File: src/hw/rtl/i2cram_pkg.sv
package i2cram_pkg;

  typedef enum logic [3:0] {
    OP_END       = 4'd0,
    OP_START     = 4'd1,
    OP_SEND_DEV  = 4'd2,
    OP_SEND_DEVR = 4'd3,
    OP_SEND_REG  = 4'd4,
    OP_SEND_DATA = 4'd5,
    OP_ACK       = 4'd6,
    OP_ACK_IGN   = 4'd7,
    OP_READ      = 4'd8,
    OP_STOP      = 4'd9,
    OP_WAIT_W    = 4'd10,
    OP_WAIT_P    = 4'd11,
    OP_WAIT_C    = 4'd12
  } op_t;

  localparam logic [2:0] PROG_ABORT = 3'd5;
  localparam logic [3:0] PROG_LEN   = 4'd12;

  localparam logic [1:0] CFG_ACK_TIMEOUT = 2'd0;
  localparam logic [1:0] CFG_POST_WRITE  = 2'd1;
  localparam logic [1:0] CFG_PTR_READ    = 2'd2;
  localparam logic [1:0] CFG_POST_CMD    = 2'd3;

  // one queued word between the front and the sequencer
  typedef struct packed {
    logic       is_cmd;
    logic [2:0] kind;
    logic [7:0] dev_addr;
    logic [7:0] reg_addr;
    logic [7:0] wdata;
    logic [7:0] length;
    logic       sda_in;
  } req_t;

  // one result word
  typedef struct packed {
    logic       scl;
    logic       sda_out;
    logic [7:0] rx_byte;
    logic       rx_valid;
    logic       rx_last;
    logic       done_res;
    logic       status;
    logic       busy_res;
  } res_t;

  function automatic op_t prog_op(input logic [2:0] p, input logic [3:0] ph);
    op_t o;
    o = OP_END;
    case (p)
      3'd0: begin
        case (ph)
          4'd0: o = OP_START;    4'd1: o = OP_SEND_DEV; 4'd2: o = OP_ACK;
          4'd3: o = OP_SEND_REG; 4'd4: o = OP_ACK_IGN;  4'd5: o = OP_SEND_DATA;
          4'd6: o = OP_ACK;      4'd7: o = OP_STOP;     4'd8: o = OP_WAIT_W;
          default: o = OP_END;
        endcase
      end
      3'd1: begin
        case (ph)
          4'd0: o = OP_START;    4'd1: o = OP_SEND_DEV;  4'd2: o = OP_ACK;
          4'd3: o = OP_SEND_REG; 4'd4: o = OP_ACK_IGN;   4'd5: o = OP_START;
          4'd6: o = OP_SEND_DEVR; 4'd7: o = OP_ACK_IGN;  4'd8: o = OP_READ;
          4'd9: o = OP_STOP;
          default: o = OP_END;
        endcase
      end
      3'd2: begin
        case (ph)
          4'd0: o = OP_START;    4'd1: o = OP_SEND_DEV;  4'd2: o = OP_ACK;
          4'd3: o = OP_SEND_REG; 4'd4: o = OP_ACK_IGN;   4'd5: o = OP_WAIT_P;
          4'd6: o = OP_START;    4'd7: o = OP_SEND_DEVR; 4'd8: o = OP_ACK_IGN;
          4'd9: o = OP_READ;     4'd10: o = OP_STOP;
          default: o = OP_END;
        endcase
      end
      3'd3: begin
        case (ph)
          4'd0: o = OP_START;    4'd1: o = OP_SEND_DEV; 4'd2: o = OP_ACK;
          4'd3: o = OP_SEND_REG; 4'd4: o = OP_ACK_IGN;  4'd5: o = OP_STOP;
          4'd6: o = OP_WAIT_C;
          default: o = OP_END;
        endcase
      end
      3'd4: begin
        case (ph)
          4'd0: o = OP_START; 4'd1: o = OP_SEND_DEVR; 4'd2: o = OP_ACK;
          4'd3: o = OP_READ;  4'd4: o = OP_STOP;      4'd5: o = OP_WAIT_C;
          default: o = OP_END;
        endcase
      end
      3'd5: begin
        case (ph)
          4'd0: o = OP_STOP;
          default: o = OP_END;
        endcase
      end
      default: o = OP_END;
    endcase
    return o;
  endfunction

endpackage

File: src/hw/rtl/i2cram_queue.sv
module i2cram_queue import i2cram_pkg::*; (
  input  logic clk,
  input  logic rst,
  input  logic wr_en,
  input  req_t wr_data,
  output logic full,
  input  logic rd_en,
  output req_t rd_data,
  output logic empty
);

  // two-entry queue between front and sequencer
  req_t       mem [2];
  logic       wptr;
  logic       rptr;
  logic [1:0] count;

  assign full    = (count == 2'd2);
  assign empty   = (count == 2'd0);
  assign rd_data = mem[rptr];

  always_ff @(posedge clk) begin
    if (wr_en && !full) begin
      mem[wptr] <= wr_data;
    end
  end

  always_ff @(posedge clk) begin
    if (rst) begin
      wptr  <= 1'b0;
      rptr  <= 1'b0;
      count <= 2'd0;
    end else begin
      if (wr_en && !full) wptr <= ~wptr;
      if (rd_en && !empty) rptr <= ~rptr;
      count <= count + {1'b0, wr_en && !full} - {1'b0, rd_en && !empty};
    end
  end

  assert property (@(posedge clk) disable iff (rst) count <= 2'd2)
    else $error("queue count overflow");
  assert property (@(posedge clk) disable iff (rst) (full && !rd_en) |=> full)
    else $error("queue lost a word");
  assert property (@(posedge clk) disable iff (rst) (empty && !wr_en) |=> empty)
    else $error("queue invented a word");

endmodule

File: src/hw/rtl/i2cram_seq.sv
module i2cram_seq import i2cram_pkg::*; (
  input  logic        clk,
  input  logic        rst,
  input  logic [7:0]  ack_timeout,
  input  logic [15:0] post_write_wait,
  input  logic [16:0] pointer_read_wait,
  input  logic [15:0] post_cmd_wait,
  input  logic        req_valid,
  input  req_t        req,
  output logic        req_take,
  output logic        res_valid,
  output res_t        res,
  input  logic        res_stall
);

  logic        active;
  logic        failed;
  logic [2:0]  prog;
  logic [3:0]  phase;
  logic [3:0]  bit_count;
  logic [7:0]  shift_byte;
  logic [7:0]  bytes_left;
  logic [16:0] delay_count;
  logic [7:0]  poll_count;
  logic [7:0]  cmd_dev;
  logic [7:0]  cmd_reg;
  logic [7:0]  cmd_wdata;
  logic        scl_level;
  logic        sda_level;

  logic        active_next;
  logic        failed_next;
  logic [2:0]  prog_next;
  logic [3:0]  phase_next;
  logic [3:0]  bit_count_next;
  logic [7:0]  shift_byte_next;
  logic [7:0]  bytes_left_next;
  logic [16:0] delay_count_next;
  logic [7:0]  poll_count_next;
  logic [7:0]  cmd_dev_next;
  logic [7:0]  cmd_reg_next;
  logic [7:0]  cmd_wdata_next;
  logic        scl_next;
  logic        sda_next;
  logic [7:0]  rx_byte_w;
  logic        rx_valid_w;
  logic        rx_last_w;
  logic        done_w;
  logic [1:0]  r;
  logic        enter;
  op_t         op;
  logic [3:0]  ph_a;
  logic [3:0]  ph_b;
  op_t         op_a;
  op_t         op_b;
  logic [16:0] wlen_a;
  logic        skip_a;
  logic [16:0] wlen_b;
  logic        skip_b;

  // result register: taken whenever it is empty or being drained
  assign req_take = req_valid && (!res_valid || !res_stall);

  function automatic logic [16:0] wait_len(input op_t o, input logic [15:0] pw,
                                           input logic [16:0] pr, input logic [15:0] pc);
    logic [16:0] w;
    w = 17'd0;
    case (o)
      OP_WAIT_W: w = {1'b0, pw};
      OP_WAIT_P: w = pr;
      OP_WAIT_C: w = {1'b0, pc};
      default:   w = 17'd0;
    endcase
    return w;
  endfunction

  always_comb begin
    active_next      = active;
    failed_next      = failed;
    prog_next        = prog;
    phase_next       = phase;
    bit_count_next   = bit_count;
    shift_byte_next  = shift_byte;
    bytes_left_next  = bytes_left;
    delay_count_next = delay_count;
    poll_count_next  = poll_count;
    cmd_dev_next     = cmd_dev;
    cmd_reg_next     = cmd_reg;
    cmd_wdata_next   = cmd_wdata;
    scl_next         = scl_level;
    sda_next         = sda_level;
    rx_byte_w        = 8'd0;
    rx_valid_w       = 1'b0;
    rx_last_w        = 1'b0;
    done_w           = 1'b0;
    r                = 2'd0;
    enter            = 1'b0;
    op               = (phase < PROG_LEN) ? prog_op(prog, phase) : OP_END;

    if (req.is_cmd) begin
      if (!active && req.kind <= 3'd4) begin
        cmd_dev_next    = req.dev_addr;
        cmd_reg_next    = req.reg_addr;
        cmd_wdata_next  = req.wdata;
        prog_next       = req.kind;
        phase_next      = 4'd0;
        failed_next     = 1'b0;
        bytes_left_next = (req.kind == 3'd1) ? 8'd1 : req.length;
        enter           = 1'b1;
      end
    end else if (active) begin
      case (op)
        OP_START: begin
          scl_next = 1'b1;
          sda_next = (delay_count < 17'd4);
          if (delay_count >= 17'd7) r = 2'd1;
          else delay_count_next = delay_count + 17'd1;
        end
        OP_SEND_DEV, OP_SEND_DEVR, OP_SEND_REG, OP_SEND_DATA: begin
          sda_next = shift_byte[7];
          scl_next = (delay_count == 17'd2) || (delay_count == 17'd3);
          if (delay_count >= 17'd5) begin
            shift_byte_next  = {shift_byte[6:0], 1'b0};
            bit_count_next   = bit_count + 4'd1;
            delay_count_next = 17'd0;
            if (bit_count_next >= 4'd8) r = 2'd1;
          end else begin
            delay_count_next = delay_count + 17'd1;
          end
        end
        OP_ACK, OP_ACK_IGN: begin
          sda_next = 1'b1;
          scl_next = (delay_count != 17'd0);
          if (delay_count < 17'd2) delay_count_next = delay_count + 17'd1;
          else if (!req.sda_in) r = 2'd1;
          else if (poll_count >= ack_timeout) r = (op == OP_ACK) ? 2'd2 : 2'd1;
          else poll_count_next = poll_count + 8'd1;
        end
        OP_READ: begin
          if (bit_count < 4'd8) begin
            sda_next = 1'b1;
            if (delay_count < 17'd2) begin
              scl_next = 1'b0;
              delay_count_next = delay_count + 17'd1;
            end else begin
              scl_next = 1'b1;
              shift_byte_next  = {shift_byte[6:0], req.sda_in};
              bit_count_next   = bit_count + 4'd1;
              delay_count_next = 17'd0;
              if (bit_count == 4'd7) begin
                rx_byte_w  = shift_byte_next;
                rx_valid_w = 1'b1;
                rx_last_w  = (bytes_left == 8'd1);
              end
            end
          end else begin
            sda_next = !(bytes_left > 8'd1);
            scl_next = (delay_count >= 17'd2);
            if (delay_count < 17'd3) begin
              delay_count_next = delay_count + 17'd1;
            end else begin
              bytes_left_next  = bytes_left - 8'd1;
              bit_count_next   = 4'd0;
              delay_count_next = 17'd0;
              shift_byte_next  = 8'd0;
              if (bytes_left == 8'd1) r = 2'd1;
            end
          end
        end
        OP_STOP: begin
          scl_next = (delay_count >= 17'd4);
          sda_next = (delay_count >= 17'd5);
          if (delay_count >= 17'd8) r = 2'd1;
          else delay_count_next = delay_count + 17'd1;
        end
        OP_WAIT_W, OP_WAIT_P, OP_WAIT_C: begin
          if (delay_count != 17'd0) delay_count_next = delay_count - 17'd1;
          if (delay_count_next == 17'd0) r = 2'd1;
        end
        default: r = 2'd1;
      endcase
      if (r == 2'd2) begin
        failed_next = 1'b1;
        prog_next   = PROG_ABORT;
        phase_next  = 4'd0;
        enter       = 1'b1;
      end else if (r == 2'd1) begin
        phase_next = phase + 4'd1;
        enter      = 1'b1;
      end
    end

    // op entry: an empty wait or a read of zero length is skipped; no program
    // puts two of them in a row, the second look-ahead only guards that
    ph_a   = phase_next;
    ph_b   = phase_next + 4'd1;
    op_a   = (ph_a < PROG_LEN) ? prog_op(prog_next, ph_a) : OP_END;
    op_b   = (ph_b < PROG_LEN) ? prog_op(prog_next, ph_b) : OP_END;
    wlen_a = wait_len(op_a, post_write_wait, pointer_read_wait, post_cmd_wait);
    wlen_b = wait_len(op_b, post_write_wait, pointer_read_wait, post_cmd_wait);
    skip_a = ((op_a == OP_WAIT_W || op_a == OP_WAIT_P || op_a == OP_WAIT_C)
              && wlen_a == 17'd0) || (op_a == OP_READ && bytes_left_next == 8'd0);
    skip_b = ((op_b == OP_WAIT_W || op_b == OP_WAIT_P || op_b == OP_WAIT_C)
              && wlen_b == 17'd0) || (op_b == OP_READ && bytes_left_next == 8'd0);
    if (enter) begin
      if (skip_a) begin
        phase_next = ph_b;
        if (skip_b) phase_next = ph_b + 4'd1;
      end
      op = (phase_next < PROG_LEN) ? prog_op(prog_next, phase_next) : OP_END;
      delay_count_next = wait_len(op, post_write_wait, pointer_read_wait, post_cmd_wait);
      bit_count_next   = 4'd0;
      poll_count_next  = 8'd0;
      case (op)
        OP_SEND_DEV:  shift_byte_next = cmd_dev_next;
        OP_SEND_DEVR: shift_byte_next = cmd_dev_next + 8'd1;
        OP_SEND_REG:  shift_byte_next = cmd_reg_next;
        OP_SEND_DATA: shift_byte_next = cmd_wdata_next;
        default:      shift_byte_next = shift_byte_next;
      endcase
      if (op == OP_END) begin
        active_next = 1'b0;
        done_w      = !req.is_cmd;
      end else begin
        active_next = 1'b1;
      end
    end
  end

  always_ff @(posedge clk) begin
    if (rst) begin
      active      <= 1'b0;
      failed      <= 1'b0;
      prog        <= 3'd0;
      phase       <= 4'd0;
      bit_count   <= 4'd0;
      shift_byte  <= 8'd0;
      bytes_left  <= 8'd0;
      delay_count <= 17'd0;
      poll_count  <= 8'd0;
      cmd_dev     <= 8'd0;
      cmd_reg     <= 8'd0;
      cmd_wdata   <= 8'd0;
      scl_level   <= 1'b1;
      sda_level   <= 1'b1;
      res_valid   <= 1'b0;
    end else begin
      if (res_valid && !res_stall) res_valid <= 1'b0;
      if (req_take) begin
        active      <= active_next;
        failed      <= failed_next;
        prog        <= prog_next;
        phase       <= phase_next;
        bit_count   <= bit_count_next;
        shift_byte  <= shift_byte_next;
        bytes_left  <= bytes_left_next;
        delay_count <= delay_count_next;
        poll_count  <= poll_count_next;
        cmd_dev     <= cmd_dev_next;
        cmd_reg     <= cmd_reg_next;
        cmd_wdata   <= cmd_wdata_next;
        scl_level   <= scl_next;
        sda_level   <= sda_next;
        res_valid   <= 1'b1;
      end
    end
  end

  always_ff @(posedge clk) begin
    if (req_take) begin
      res.scl      <= scl_next;
      res.sda_out  <= sda_next;
      res.rx_byte  <= rx_byte_w;
      res.rx_valid <= rx_valid_w;
      res.rx_last  <= rx_last_w;
      res.done_res <= done_w;
      res.status   <= done_w && failed_next;
      res.busy_res <= active_next;
    end
  end

  assert property (@(posedge clk) disable iff (rst)
                   (res_valid && res.done_res) |-> !res.busy_res)
    else $error("busy with done");
  assert property (@(posedge clk) disable iff (rst)
                   (res_valid && !res.rx_valid) |-> !res.rx_last)
    else $error("last without byte");
  assert property (@(posedge clk) disable iff (rst)
                   (res_valid && res_stall) |=> res_valid)
    else $error("result dropped");

endmodule

File: src/hw/rtl/i2c_register_access_master.sv
// i2c register access master: bit-level bus sequencer stepped by tick words
// a word passes through the input queue and then the sequencer's result register
// on its way from acceptance to result; an output stall holds the result back
// throughput: one word per clock while out_stall is low; the sequencer steps once per word
// reset: synchronous active-high rst clears queue and sequencer, lines released,
// timeout 250, waits 200 / 100000 / 5000
module i2c_register_access_master import i2cram_pkg::*; (
  input  logic        clk,
  input  logic        rst,
  input  logic        in_valid,
  output logic        in_stall,
  input  logic        req_type,
  input  logic [2:0]  kind,
  input  logic [7:0]  dev_addr,
  input  logic [7:0]  reg_addr,
  input  logic [7:0]  wdata,
  input  logic [7:0]  length,
  input  logic        sda_in,
  output logic        out_valid,
  input  logic        out_stall,
  output logic        scl,
  output logic        sda_out,
  output logic [7:0]  rx_byte,
  output logic        rx_valid,
  output logic        rx_last,
  output logic        done_res,
  output logic        status,
  output logic        busy_res,
  input  logic        cfg_we,
  input  logic [1:0]  cfg_index,
  input  logic [16:0] cfg_data
);

  // configuration registers
  logic [7:0]  ack_timeout;
  logic [15:0] post_write_wait;
  logic [16:0] pointer_read_wait;
  logic [15:0] post_cmd_wait;

  always_ff @(posedge clk) begin
    if (rst) begin
      ack_timeout       <= 8'd250;
      post_write_wait   <= 16'd200;
      pointer_read_wait <= 17'd100000;
      post_cmd_wait     <= 16'd5000;
    end else if (cfg_we) begin
      case (cfg_index)
        CFG_ACK_TIMEOUT: ack_timeout       <= cfg_data[7:0];
        CFG_POST_WRITE:  post_write_wait   <= cfg_data[15:0];
        CFG_PTR_READ:    pointer_read_wait <= cfg_data;
        CFG_POST_CMD:    post_cmd_wait     <= cfg_data[15:0];
        default:         ack_timeout       <= ack_timeout;
      endcase
    end
  end

  // front: pack the incoming word and queue it
  req_t q_in;
  req_t q_out;
  logic q_full;
  logic q_empty;
  logic take;
  res_t res;

  assign q_in = '{is_cmd: req_type, kind: kind, dev_addr: dev_addr, reg_addr: reg_addr,
                  wdata: wdata, length: length, sda_in: sda_in};
  assign in_stall = q_full;

  i2cram_queue u_queue (
    .clk     (clk),
    .rst     (rst),
    .wr_en   (in_valid),
    .wr_data (q_in),
    .full    (q_full),
    .rd_en   (take),
    .rd_data (q_out),
    .empty   (q_empty)
  );

  // back: bus sequencer with its result register
  i2cram_seq u_seq (
    .clk               (clk),
    .rst               (rst),
    .ack_timeout       (ack_timeout),
    .post_write_wait   (post_write_wait),
    .pointer_read_wait (pointer_read_wait),
    .post_cmd_wait     (post_cmd_wait),
    .req_valid         (!q_empty),
    .req               (q_out),
    .req_take          (take),
    .res_valid         (out_valid),
    .res               (res),
    .res_stall         (out_stall)
  );

  assign scl      = res.scl;
  assign sda_out  = res.sda_out;
  assign rx_byte  = res.rx_byte;
  assign rx_valid = res.rx_valid;
  assign rx_last  = res.rx_last;
  assign done_res = res.done_res;
  assign status   = res.status;
  assign busy_res = res.busy_res;

  assert property (@(posedge clk) disable iff (rst) (in_valid && in_stall) |=> in_valid)
    else $error("input word withdrawn while stalled");
  assert property (@(posedge clk) disable iff (rst) (out_valid && status) |-> done_res)
    else $error("status without done");
  assert property (@(posedge clk) disable iff (rst) (out_valid && rx_valid) |-> !done_res)
    else $error("byte on done word");

endmodule

File: config.mk
export PLATFORM = sky130hd
export DESIGN_NAME = i2c_register_access_master
export DESIGN_NICKNAME = d
export VERILOG_FILES = /design/src/hw/rtl/i2cram_pkg.sv /design/src/hw/rtl/i2cram_queue.sv /design/src/hw/rtl/i2cram_seq.sv /design/src/hw/rtl/i2c_register_access_master.sv
export SDC_FILE = /design/constraint.sdc
export NUM_CORES = 1
export LEC_CHECK = 0
export BUFFER_PORTS_ARGS = -buffer_cell sky130_fd_sc_hd__buf_2
export CAP_MARGIN = 20
export CORE_MARGIN = 2
export CORE_UTILIZATION = 50
export CTS_BUF_LIST = sky130_fd_sc_hd__clkbuf_16
export CTS_CLUSTER_SIZE = 8
export DETAILED_ROUTE_END_ITERATION = 6
export PLACE_DENSITY = 0.67
export SYNTH_ARGS = -nofsm -noshare
export SYNTH_HDL_FRONTEND = slang
export SYNTH_SLANG_ARGS = --single-unit
export TNS_END_PERCENT = 20
File: constraint.sdc
create_clock -name clk -period 12.8 [get_ports clk]
set_clock_uncertainty 0.05 [all_clocks]
set_input_delay 2.56 -clock clk [delete_from_list [all_inputs] [get_ports clk]]
set_output_delay 2.56 -clock clk [all_outputs]
set_load 0.1 [all_outputs]
==> results of run 1 <==
-- stage by stage --
stage                     hold slack, ps  power (W)  setup WS [ps]  util, %
after floorplan                      384    0.00304           3550        -
after global placement               392    0.00362           1820     52.4
after detailed placement             397    0.00361           1620     52.5
after CTS                            403    0.00448           1570     55.9
after global routing                 426    0.00480            460     56.0
final                                404    0.00451           1350     56.0
-- cell type report --
type                       instances  area (um^2)  area share, %
inverter                          70          264           1.59
clock buffer                      36          901           5.44
tap                              390          488           2.95
timing repair buffer             101          589           3.56
multi-input combinational       1291         8430           50.9
clock inverter                    22          120          0.725
sequential                       244         5780           34.9
-- worst paths after layout --
check        slack, ps  cells after the start              endpoint
min reg2reg        400                      2      u_seq.cmd_dev[5]
max               1350                     35  u_seq.delay_count[3]
min                400                      2      u_seq.cmd_dev[5]
max reg2reg       1350                     35  u_seq.delay_count[3]
-- power breakdown --
part           switching [W]  internal, W
logic                0.00174     0.000865
registers           0.000105     0.000952
clock network       0.000339     0.000506
total                0.00219      0.00232
-- layout by cell type, fill, tap and decap left out, types with 16 or more instances in the layout --
cell	Yosys	final
sky130_fd_sc_hd__ha_1	48	48
sky130_fd_sc_hd__mux2_2	21	21
sky130_fd_sc_hd__and2_1	24	24
sky130_fd_sc_hd__a21oi_1	133	133
sky130_fd_sc_hd__nor4_1	25	25
sky130_fd_sc_hd__inv_1	67	85
sky130_fd_sc_hd__o221ai_1	16	16
sky130_fd_sc_hd__buf_2	19	76
sky130_fd_sc_hd__clkbuf_16	0	36
sky130_fd_sc_hd__nand3_1	37	37
sky130_fd_sc_hd__mux2i_1	62	62
sky130_fd_sc_hd__o21ai_0	65	65
sky130_fd_sc_hd__nand4_1	21	21
sky130_fd_sc_hd__and3_1	21	20
sky130_fd_sc_hd__buf_4	10	22
sky130_fd_sc_hd__nand2_1	225	225
sky130_fd_sc_hd__a211oi_1	43	43
sky130_fd_sc_hd__nor2_1	156	155
sky130_fd_sc_hd__nor3_1	34	34
sky130_fd_sc_hd__dfxtp_1	155	154
sky130_fd_sc_hd__edfxtp_1	89	89
sky130_fd_sc_hd__a211o_1	16	16
-- worst max-delay path: cells and delay by family, from the launching register on --
family,cells,cell delay [ps]
adders and majority gates,3,1130
muxes,1,160
and+or+nand+nor,15,4270
DFF,1,630
xor gates and xnor gates,1,530
buffers and inverters,3,610
AOI/OAI and AO/OA,12,3920
-- routing by layer --
layer,up-vias,GRT usage (%)
met1,6382,35.4
met4,0,9.16
met3,81,3.82
met5,-,0
li1,6434,-
met2,526,42.2
-- kinds of logic after synthesis --
logic type               Yosys count  share of synthesized area (%)
multiplexers                      90                           6.64
flip-flops                       244                           38.5
buffers and inverters            184                           5.49
XOR/XNOR                          26                           1.57
adder cells (fa/ha/maj)           48                           4.00
AND/OR/NAND/NOR                  653                           21.4
AO/OA/AOI/OAI                    474                           22.5
==> flow_results.org, run 1 <==
** STA
- Final-report hold violation count :: 0
- Headroom to the max-slew limit :: 30.0%
- At the pin with the least slew margin, the transition time is 1050 ps.
- The number of pins exceeding their max-slew limit in the final report came to 0.
- For this run, the top clock speed supported by timing is ~0.087 GHz.
- For the final routed database, the setup TNS stands at 0 ps.
- Post-route fraction of the period consumed by the critical path :: between 80% and 90%
- Setup violations remaining at the end of the flow were counted as 0.
- Setup repair after global routing missed its margin :: false
- Subtracting the final worst setup slack from the clock period gives 11450 ps.

** Synth
- The netlist uses 109 different library cells.
- Biggest area contributors in the synthesized netlist :: sky130_fd_sc_hd__dfxtp_1, sky130_fd_sc_hd__edfxtp_1, sky130_fd_sc_hd__nand2_1
- The mapped netlist covers 15000 um^2.
- By count the netlist is led by sky130_fd_sc_hd__nand2_1, sky130_fd_sc_hd__nor2_1, sky130_fd_sc_hd__dfxtp_1, sky130_fd_sc_hd__a21oi_1, sky130_fd_sc_hd__edfxtp_1.
- Yosys warning count :: 0
- Share of flip-flops with an asynchronous set or reset :: 0%
- A synthesized cell averages 8.73 um^2.
- In this run, synthesis inferred 89 flip-flops with an integrated enable.
- Gate count of the mapped netlist :: 1719
- Main synth FF type :: sky130_fd_sc_hd__dfxtp_1
- Most repeated cell in the gate-level netlist after synthesis :: sky130_fd_sc_hd__nand2_1
- Synthesis-stage register bit count :: about 240
- Share of the synthesized area in the top cell type :: 20.7%
- The share of the Yosys chip area taken by registers is 38.5%.
- Counting every net in the synthesized netlist gives ~1.8k.
- Of all cell types, the one taking the most synthesized area is sky130_fd_sc_hd__dfxtp_1.

** Final layout
- Summing all non-filler instances in the final layout gives an area of 16600 um^2.
- # fillers :: 2654
- 0 antenna diodes ended up in the layout.
- P&R area growth vs syn :: 10.4%
- The net count of the finished layout is approximately 1.9k.
- The register with the most flip-flops in the final layout is u_queue.mem.
- Share of layout cells above drive strength 1 :: 12.2%
- In the final layout, the registers with the most flip-flops are u_queue.mem: 74 flops, pointer_read_wait: 17 flops, u_seq.delay_count: 17 flops.
- Final cell count without fillers :: about 2.2k
- Flip-flop count of the largest register, all copies and words added :: 74

** Setup path
- In this run the critical register-to-register path is launched from u_seq.prog[1].
- For the worst setup path, the data arrival time is 11810 ps.
- At the worst endpoint, the required time is 13170 ps.
- Peak per-stage delay on the critical path :: around 880 ps
- STA classifies the critical path startpoint as a register.
- Worst setup EP type :: register
- Maximum fanout encountered on the critical timing path :: 18
- The worst setup path is of the register to register kind.
- The cell that appears most often on the critical path is sky130_fd_sc_hd__ha_1.
- In this run the worst setup path begins at u_seq.prog[1].
- Slowest cell on crit path :: sky130_fd_sc_hd__a221oi_2

** Placed design
- Number of port buffers :: a little under 80
- The congestion estimate from routability-driven global placement came to 0.926.
- Detailed placement finished with a half-perimeter wire length of 29200 um.
- Counting tap cells, the placed design contains a total of around 2.1k instances.
- The placed instances occupy a cell area of 15500 um^2.

** Power
- For this design the ratio of total power to cell area is 272 nW/um^2.
- In this run the static leakage power is about 6.3 nW.
- The worst-case IR drop observed on VDD is 0.186 mV.

** Routing
- The detailed router placed about 13k vias in this run.
- Number of nets still failing antenna checks after routing :: 0
- Post-detailed-route via-to-cell ratio :: 6.23
- Summed over all nets, wire length on met2 after detailed routing comes to around 19000 um.
- Final routed DRC violation total :: 0
- DRC violation total after the first TritonRoute iteration :: 1395
- Initial DRT Pass Iterations :: 5
- Dividing the detail-routed wire length by the instance count gives between 15 and 20 um.
- After detailed routing, the met3 layer carries ~2600 um of wire.
- Post-detailed-routing wire length :: 41600 um
- For this block, wires on met1 add up to 18500 um.
- Highest metal layer with signal wires :: met4

** Floorplan
- X dimension of the die :: 177 um
- Die Ht :: 177 um
- Initial Util :: 50.8%
- Standard-cell row count :: 63
- After floorplanning, the core was sized to cover 29600 um^2.
- # IOs :: 78
- Die Area :: 31400 um^2

** Clock tree
- Clock latency on the worst-skew pair, taken at its later pin, is about 520 ps.
- Total clock sinks :: between 200 and 250
- Hold-fix buffer count after cts :: 0
- Clock buffers created by TritonCTS :: 36
- Clock tree from TritonCTS :: done
- Gates resized during post-CTS repair numbered 0.
- Clock-pin slew was measured on the worst setup and hold paths at 50 ps.
- The cell sitting at the root of the clock tree is a sky130_fd_sc_hd__clkbuf_16.
- Max clock buf depth :: 3
- Post CTS Setup Buffer Count :: 0
- In this run the number of H-tree levels came out at 2.

** Flow run
- MaxCap Viol Count :: 0

** Status
- Status :: finished clean

** GRT
- The first global-routing pass estimated 65800 um of wire.
- The via count of the first global-routing pass is 12.4k.
- Maximum number of pins on one net before global-route repair :: 76
- The number of antenna violations at the first check in global routing came to 1.
- GRT overflow :: 0
- Global routing used 26.0% of the available tracks across all layers.

** Worst hold path
- HP Class :: register to register
- Worst Min Path Start :: u_seq.cmd_dev[5]
No activity file was read; power rests on OpenSTA's default activity.
==> run 2, diff against run 1 <==
--- a/config.mk
+++ b/config.mk
@@ -13,6 +13,7 @@
 export CTS_CLUSTER_SIZE = 8
 export DETAILED_ROUTE_END_ITERATION = 6
 export PLACE_DENSITY = 0.67
+export REMOVE_ABC_BUFFERS = 1
 export SYNTH_ARGS = -nofsm -noshare
 export SYNTH_HDL_FRONTEND = slang
 export SYNTH_SLANG_ARGS = --single-unit
==> flow_results.org, run 2 (synthesized netlist as in run 1, its figures left out) <==
** Final layout
- Register containing the most flip-flops in the final layout :: u_queue.mem (unchanged)
- Most frequent cells in the layout: sky130_fd_sc_hd__nand2_1, sky130_fd_sc_hd__nor2_1, sky130_fd_sc_hd__dfxtp_1 (unchanged).
- Number of nets in the layout :: 1853 (unchanged)
- Top flop regs: u_queue.mem: 74 flops, pointer_read_wait: 17 flops, u_seq.delay_count: 17 flops (unchanged).
- The most common cell after layout, fill and taps aside was sky130_fd_sc_hd__nand2_1 (unchanged).
- P&R area growth vs syn :: 10.5% (was 10.4%)
- The fraction of layout instances using a drive strength above 1 came to 12.4% (was 12.2%).
- The number of flip-flops in the largest register came to 74 (unchanged).
- The number of filler cells placed in the layout came to 2699 (was 2654).
- Antenna Cells :: 0 (unchanged)
- The final non-filler cell total was 2154 (unchanged).

** Clock tree
- Max clock buf depth :: 3 (unchanged)
- The insertion delay to the later sink of the worst-skew pair is 530 ps (was 520 ps).
- The TritonCTS clock tree was done (unchanged).
- Clock-pin slew on the worst setup and hold paths :: 50 ps (about the same)
- Total clock sinks :: 244 (unchanged)
- The post-CTS setup buffer count is 0 (unchanged).
- The number of gates resized after cts came to 0 (unchanged).
- The hold-fix buffer count after cts was 0 (unchanged).
- CTS H-tree depth :: 2 (unchanged)
- Root buffer cell :: sky130_fd_sc_hd__clkbuf_16 (unchanged)
- The number of CTS-inserted buffers came to 36 (unchanged).

** Floorplan
- Die Area :: 31400 um^2 (unchanged)
- The vertical die dimension was 177 um (unchanged).
- Standard-cell row count :: 63 (unchanged)
- X dimension of the die :: 177 um (unchanged)
- The core region area is 29600 um^2 (unchanged).
- Initial Util :: 50.8% (unchanged)
- The number of top-level design ports came to 78 (unchanged).

** Setup path
- Slowest cell on crit path :: sky130_fd_sc_hd__a221oi_2 (unchanged)
- The count of buffer and inverter cells on the critical path came to 3 (unchanged).
- The critical register-to-register path startpoint is u_seq.prog[1] (unchanged).
- The startpoint type of the worst setup path is a register (unchanged).
- The kind of cell with the highest combined delay on the critical path was compound AO/OA/AOI/OAI gates (was simple AND/OR/NAND/NOR gates).
- The element type at the critical path end is a register (unchanged).
- Required @ worst endpoint :: 13140 ps (was 13170 ps)
- Peak per-stage delay on the critical path :: 850 ps (was 880 ps)
- Crit path from :: u_seq.prog[1] (unchanged)
- The worst setup path category is register to register (unchanged).
- Maximum fanout encountered on the critical timing path :: 18 (unchanged)
- The critical path arrival was 11960 ps (was 11810 ps).

** STA
- The final critical-path setup slack came to 1190 ps (was 1350 ps).
- Setup repair after global routing missed its margin :: false (unchanged)
- The final worst-path cycle share is 90.7% (was 89.4%).
- The number of pins exceeding their max-slew limit in the final report is 0 (unchanged).
- Accumulated negative setup slack :: 0 ps (unchanged)
- The maximum clock rate came to 0.0861 GHz (was 0.0874 GHz).
- The number of endpoints with negative hold slack in the final report is 0 (unchanged).
- Post-layout min period :: 11610 ps (was 11450 ps)
- The relative slew slack came to 25.3% (was 30.0%).
- The transition at the pin with the smallest max-transition slack is 1120 ps (was 1050 ps).
- The final setup violation count is 0 (unchanged).

** Power
- Fraction of power consumed by the clock network :: 18.8% (was 18.7%)
- The sequential power share was 23.4% (about the same).
- Net switching power figure :: 0.00221 W (was 0.00219 W)
- Cell-internal power :: 0.00234 W (was 0.00232 W)
- Power density over the cells :: 274 nW/um^2 (was 272 nW/um^2)
- Worst IR drop on VDD :: 0.157 mV (was 0.186 mV)
- The static leakage came to 6.28 nW (was 6.29 nW).
- The overall power consumption is 0.00455 W (was 0.00451 W).
- Switching part of the total :: 48.7% (was 48.5%)
- The combinational share of power was 57.8% (about the same).

** GRT
- Number of antenna violations at the first check in global routing :: 0 (was 1)
- The global routing met2 resource utilization is 41.6% (was 42.2%).
- GRT overflow :: 0 (unchanged)
- Met1 usage in global routing :: 35.9% (was 35.4%)
- The most used routing layer is met2 (unchanged).
- Number of global-route vias before repair :: 12.7k (was 12.4k)
- First-pass GRT wire length :: 67000 um (was 65800 um)
- The met3 routing resource usage after global routing came to 4.51% (was 3.82%).
- The aggregate global-route resource usage is 26.5% (was 26.0%).
- Maximum number of pins on one net before global-route repair :: 81 (was 76)

** Placed design
- HPWL Detailed :: 29400 um (was 29200 um)
- The setup slack at placement came to 1470 ps (was 1620 ps).
- The count of buffers inserted at the top-level ports came to 77 (unchanged).
- Final weighted congestion in routability-driven placement :: 0.921 (was 0.926)
- The post-placement cell count was 2095 (was 2094).

** Routing
- Number of nets still failing antenna checks after routing :: 0 (unchanged)
- DRC violation total after the first TritonRoute iteration :: 1444 (was 1395)
- The wire length per cell came to 19.4 um (was 19.3 um).
- The remaining design rule violation count was 0 (unchanged).
- Overall via count from detail_route :: 13.5k (was 13.4k)
- The first-pass iteration count of the detailed router was 6 (was 5).
- Post-detailed-route via-to-cell ratio :: 6.25 (was 6.23)
- The overall routed net length came to 41800 um (was 41600 um).

** Status
- Status :: finished clean (unchanged)

** Worst hold path
- HP Class :: register to register (unchanged)
- Worst Min Path Start :: u_seq.cmd_dev[5] (unchanged)

** Flow run
- The count of maximum capacitance violations was 0 (unchanged).
## run 2: cell count changes in the layout (fill, tap and decap cells not counted)
cell and change:
sky130_fd_sc_hd__inv_16 +1, sky130_fd_sc_hd__nor2_1 -1, sky130_fd_sc_hd__nor2_2 +1, sky130_fd_sc_hd__dlymetal6s2s_1 -1
sky130_fd_sc_hd__a21oi_1 -1, sky130_fd_sc_hd__buf_4 +1, sky130_fd_sc_hd__clkinv_8 +1, sky130_fd_sc_hd__inv_6 -2
sky130_fd_sc_hd__a21oi_2 +1
## run 2: final timing paths
kind                         endpoint  slack (ps)  cells after the start
setup / recovery  u_seq.shift_byte[1]        1190                     35
hold / removal       u_seq.cmd_dev[5]         400                      2
setup reg to reg  u_seq.shift_byte[1]        1190                     35
hold reg to reg      u_seq.cmd_dev[5]         400                      2
## run 2: through the flow
stage	hold WS (ps)	area (um^2)	util [%]
2_1_floorplan	381	14400	-
3_3_place_gp	392	15500	52.5
3_5_place_dp	400	15500	52.5
4_1_cts	408	16600	56.0
5_1_grt	422	16600	56.1
6_report	405	16600	56.1
## run 2: final cells by class
cell class                      count  area (um^2)  share of cell area [%]
Clock buffer                       36          901                    5.43
Clock inverter                     22          139                   0.837
Inverter                           70          264                    1.59
Multi-Input combinational cell   1291         8430                    50.8
Sequential cell                   244         5780                    34.8
Tap cell                          390          488                    2.94
Timing Repair Buffer              101          584                    3.52
## run 2: power by group through the flow
| stage | clock [W] | sequential (W) | combinational (W) |
|---|---|---|---|
| 2_1_floorplan | 0 | 0.00120 | 0.00172 |
| 3_3_place_gp | 0 | 0.00107 | 0.00255 |
| 3_5_place_dp | 0 | 0.00107 | 0.00257 |
| 4_1_cts | 0.000874 | 0.00106 | 0.00259 |
| 5_1_grt | 0.000909 | 0.00108 | 0.00287 |
| 6_report | 0.000858 | 0.00106 | 0.00263 |
## run 2: worst reg2reg max path, delay by kind of cell (launching register included)
kind	cells	cell delay, ps
multiplexers	1	160
AND/OR/NAND/NOR	13	3420
buffers and inverters	3	600
AO/OA/AOI/OAI	13	4400
flip-flops	1	650
XOR/XNOR	2	1040
adder cells (fa/ha/maj)	3	1170
## run 2: metal layers
metal | part of all wire (%) | routed length (um)
met1 | 45 | 18700
met2 | 45 | 18800
met3 | 6.2 | 2590
met4 | 4.1 | 1700
met5 | 0 | 0
==> run 3, diff against run 2 <==
--- a/config.mk
+++ b/config.mk
@@ -7,6 +7,7 @@
 export LEC_CHECK = 0
 export BUFFER_PORTS_ARGS = -buffer_cell sky130_fd_sc_hd__buf_2
 export CAP_MARGIN = 20
+export CORE_ASPECT_RATIO = 0.9
 export CORE_MARGIN = 2
 export CORE_UTILIZATION = 50
 export CTS_BUF_LIST = sky130_fd_sc_hd__clkbuf_16
==> flow_results.org, run 3 (synthesized netlist as in run 1, its figures left out) <==
** Clock tree
- The maximum level of the CTS H-tree came to 2 (unchanged).
- The root buffer selected by CTS was sky130_fd_sc_hd__clkbuf_16 (unchanged).
- Clock tree from TritonCTS :: done (unchanged)
- Later-pin clock latency in the skew report :: 540 ps (was 530 ps)
- The number of CTS-inserted buffers was 36 (unchanged).
- The hold-fix buffer count after cts was 0 (unchanged).
- Number of gates resized after CTS :: 0 (unchanged)
- The number of clock sinks came to 244 (unchanged).
- The clock-pin slew on the worst setup and hold paths was 60 ps (was 50 ps).
- Max clock buf depth :: 3 (unchanged)
- Post CTS Setup Buffer Count :: 0 (unchanged)

** Floorplan
- The number of standard-cell rows in the floorplan was 60 (was 63).
- The die width was 187 um (was 177 um).
- The effective utilization at floorplan came to 50.5% (was 50.8%).
- The vertical die dimension came to 168 um (was 177 um).
- The core region area is 29700 um^2 (was 29600 um^2).
- Die Area :: 31400 um^2 (about the same)
- # IOs :: 78 (unchanged)

** Final layout
- Flip-flop count of the largest register, all copies and words added :: 74 (unchanged)
- Top flop regs: u_queue.mem: 74 flops, pointer_read_wait: 17 flops, u_seq.delay_count: 17 flops (unchanged).
- Most frequent standard cell in the layout excluding fill and tap cells :: sky130_fd_sc_hd__nand2_1 (unchanged)
- The net total in the final layout was 1850 (was 1853).
- The antenna diode count was 0 (unchanged).
- The number of filler cells placed in the layout is 2732 (was 2699).
- Share of layout cells above drive strength 1 :: 12.2% (was 12.4%)
- Most frequent cells in the layout :: sky130_fd_sc_hd__nand2_1, sky130_fd_sc_hd__nor2_1, sky130_fd_sc_hd__dfxtp_1 (unchanged)
- P&R area growth vs syn :: 10.5% (about the same)
- Share of the core filled with cells in the final layout :: 55.8% (was 56.1%)
- The register bank with the most flops is u_queue.mem (unchanged).

** Setup path
- Startpoint Class :: register (unchanged)
- Most frequent CP cell :: sky130_fd_sc_hd__ha_1
- R2r setup slk :: 1500 ps (was 1190 ps)
- Number of buffer and inverter instances along the worst setup path :: 4 (was 3)
- Peak per-stage delay on the critical path :: 830 ps (was 850 ps)
- The biggest fanout along the worst timing path is 25 (was 18).
- The element type at the critical path end is a register (unchanged).
- The critical path arrival is 11660 ps (was 11960 ps).
- Required @ worst endpoint :: 13160 ps (was 13140 ps)
- The highest-delay cell along the critical path is sky130_fd_sc_hd__a221oi_2 (unchanged).
- Setup Crit Path Kind :: register to register (unchanged)
- The kind of cell with the highest combined delay on the critical path was compound AO/OA/AOI/OAI gates (unchanged).

** Power
- Part of the total power dissipated in combinational logic :: 57.6% (was 57.8%)
- The sequential power share came to 23.5% (was 23.4%).
- The internal power of the cells was 0.00233 W (was 0.00234 W).
- Fraction of power consumed by the clock network :: 18.9% (was 18.8%)
- The total power density per cell area is 273 nW/um^2 (was 274 nW/um^2).
- The switching power is 0.00220 W (was 0.00221 W).
- Worst IR drop on VDD :: 0.201 mV (was 0.157 mV)
- The overall power consumption came to 0.00453 W (was 0.00455 W).
- Switching part of the total :: 48.6% (was 48.7%)
- The static leakage is 6.27 nW (was 6.28 nW).

** Routing
- The DRC marker count from the first detailed-route iteration is 1494 (was 1444).
- The overall routed net length is 41800 um (about the same).
- The remaining design rule violation count is 0 (unchanged).
- Initial DRT Pass Iterations :: 6 (unchanged)
- The residual antenna-violating net count after detailed routing was 0 (unchanged).
- Avg WL per Cell :: 19.3 um (was 19.4 um)
- The via density per instance came to 6.18 (was 6.25).
- The total number of vias was 13.4k (was 13.5k).

** GRT
- GRT overflow :: 0 (unchanged)
- All-Layer GR Usage :: 26.2% (was 26.5%)
- The pin count of the biggest net entering global routing came to 71 (was 81).
- The via count of the first global-routing pass is 12.8k (was 12.7k).
- The global-route wire length before repair came to 67900 um (was 67000 um).
- The number of antenna violations at the first check in global routing is 0 (unchanged).

** STA
- The final worst-path cycle share was 88.3% (was 90.7%).
- Post-layout min period :: 11300 ps (was 11610 ps)
- Accumulated negative setup slack :: 0 ps (unchanged)
- The transition at the pin with the smallest max-transition slack is 1040 ps (was 1120 ps).
- The number of endpoints with negative hold slack in the final report came to 0 (unchanged).
- The relative slew slack came to 30.7% (was 25.3%).
- The maximum clock rate was 0.0885 GHz (was 0.0861 GHz).
- Max-slew violation count :: 0 (unchanged)
- Setup repair after global routing missed its margin :: false (unchanged)
- The final setup violation count came to 0 (unchanged).

** Placed design
- Final weighted congestion in routability-driven placement :: 0.914 (was 0.921)
- HPWL Detailed :: 29400 um (about the same)
- Number of port buffers :: 77 (unchanged)

** Flow run
- MaxCap Viol Count :: 0 (unchanged)

** Status
- Status :: finished clean (unchanged)

** Worst hold path
- The path category of the worst min-delay check is register to register (unchanged).
[run 3: power groups by stage]
stage	clock network, W	logic [W]	registers, W
2_1_floorplan	0	0.00172	0.00120
3_3_place_gp	0	0.00254	0.00107
3_5_place_dp	0	0.00254	0.00108
4_1_cts	0.000870	0.00256	0.00106
5_1_grt	0.000905	0.00283	0.00108
6_report	0.000856	0.00261	0.00107
[run 3: cell type report]
class | instances | area, um^2 | share of cell area [%]
Tap cell | 403 | 504 | 3.04
Inverter | 70 | 264 | 1.59
Timing Repair Buffer | 98 | 571 | 3.44
Clock inverter | 22 | 139 | 0.838
Clock buffer | 36 | 901 | 5.43
Sequential cell | 244 | 5780 | 34.8
Multi-Input combinational cell | 1291 | 8430 | 50.8
[run 3: worst paths after layout]
path                         endpoint  cells after the start              from
hold / removal       u_seq.cmd_dev[3]                      2  u_seq.cmd_dev[3]
setup reg to reg  u_seq.shift_byte[2]                     36    u_seq.phase[0]
setup / recovery  u_seq.shift_byte[2]                     36    u_seq.phase[0]
hold reg to reg      u_seq.cmd_dev[3]                      2  u_seq.cmd_dev[3]
[run 3: layer usage]
metal / part of all wire (%) / global-route usage (%) / routed length (um) / vias up
met5: 0 / 0 / 0 / -
met4: 3.0 / 8.87 / 1240 / 0
met3: 6.5 / 4.38 / 2730 / 94
met2: 45 / 42.6 / 19000 / 533
met1: 45 / 35.6 / 18900 / 6340
li1: - / - / - / 6406
[run 3: metrics by stage]
stage	setup WS [ps]	instance area (um^2)	instances	hold WS, ps
after global routing	741	16600	2164	430
after detailed placement	1800	15500	2105	400
final	1500	16600	2164	407
after global placement	1980	15500	2105	392
after floorplan	2730	14400	1605	381
after CTS	1770	16600	2163	407
[run 3: worst register-to-register path: cells and delay by family (launching register included)]
family | cells | cell delay [ps]
compound gates | 15 | 4460
simple gates | 10 | 2570
fa+ha+maj | 4 | 1520
mux | 3 | 1240
buf+inv | 4 | 790
flops | 1 | 520
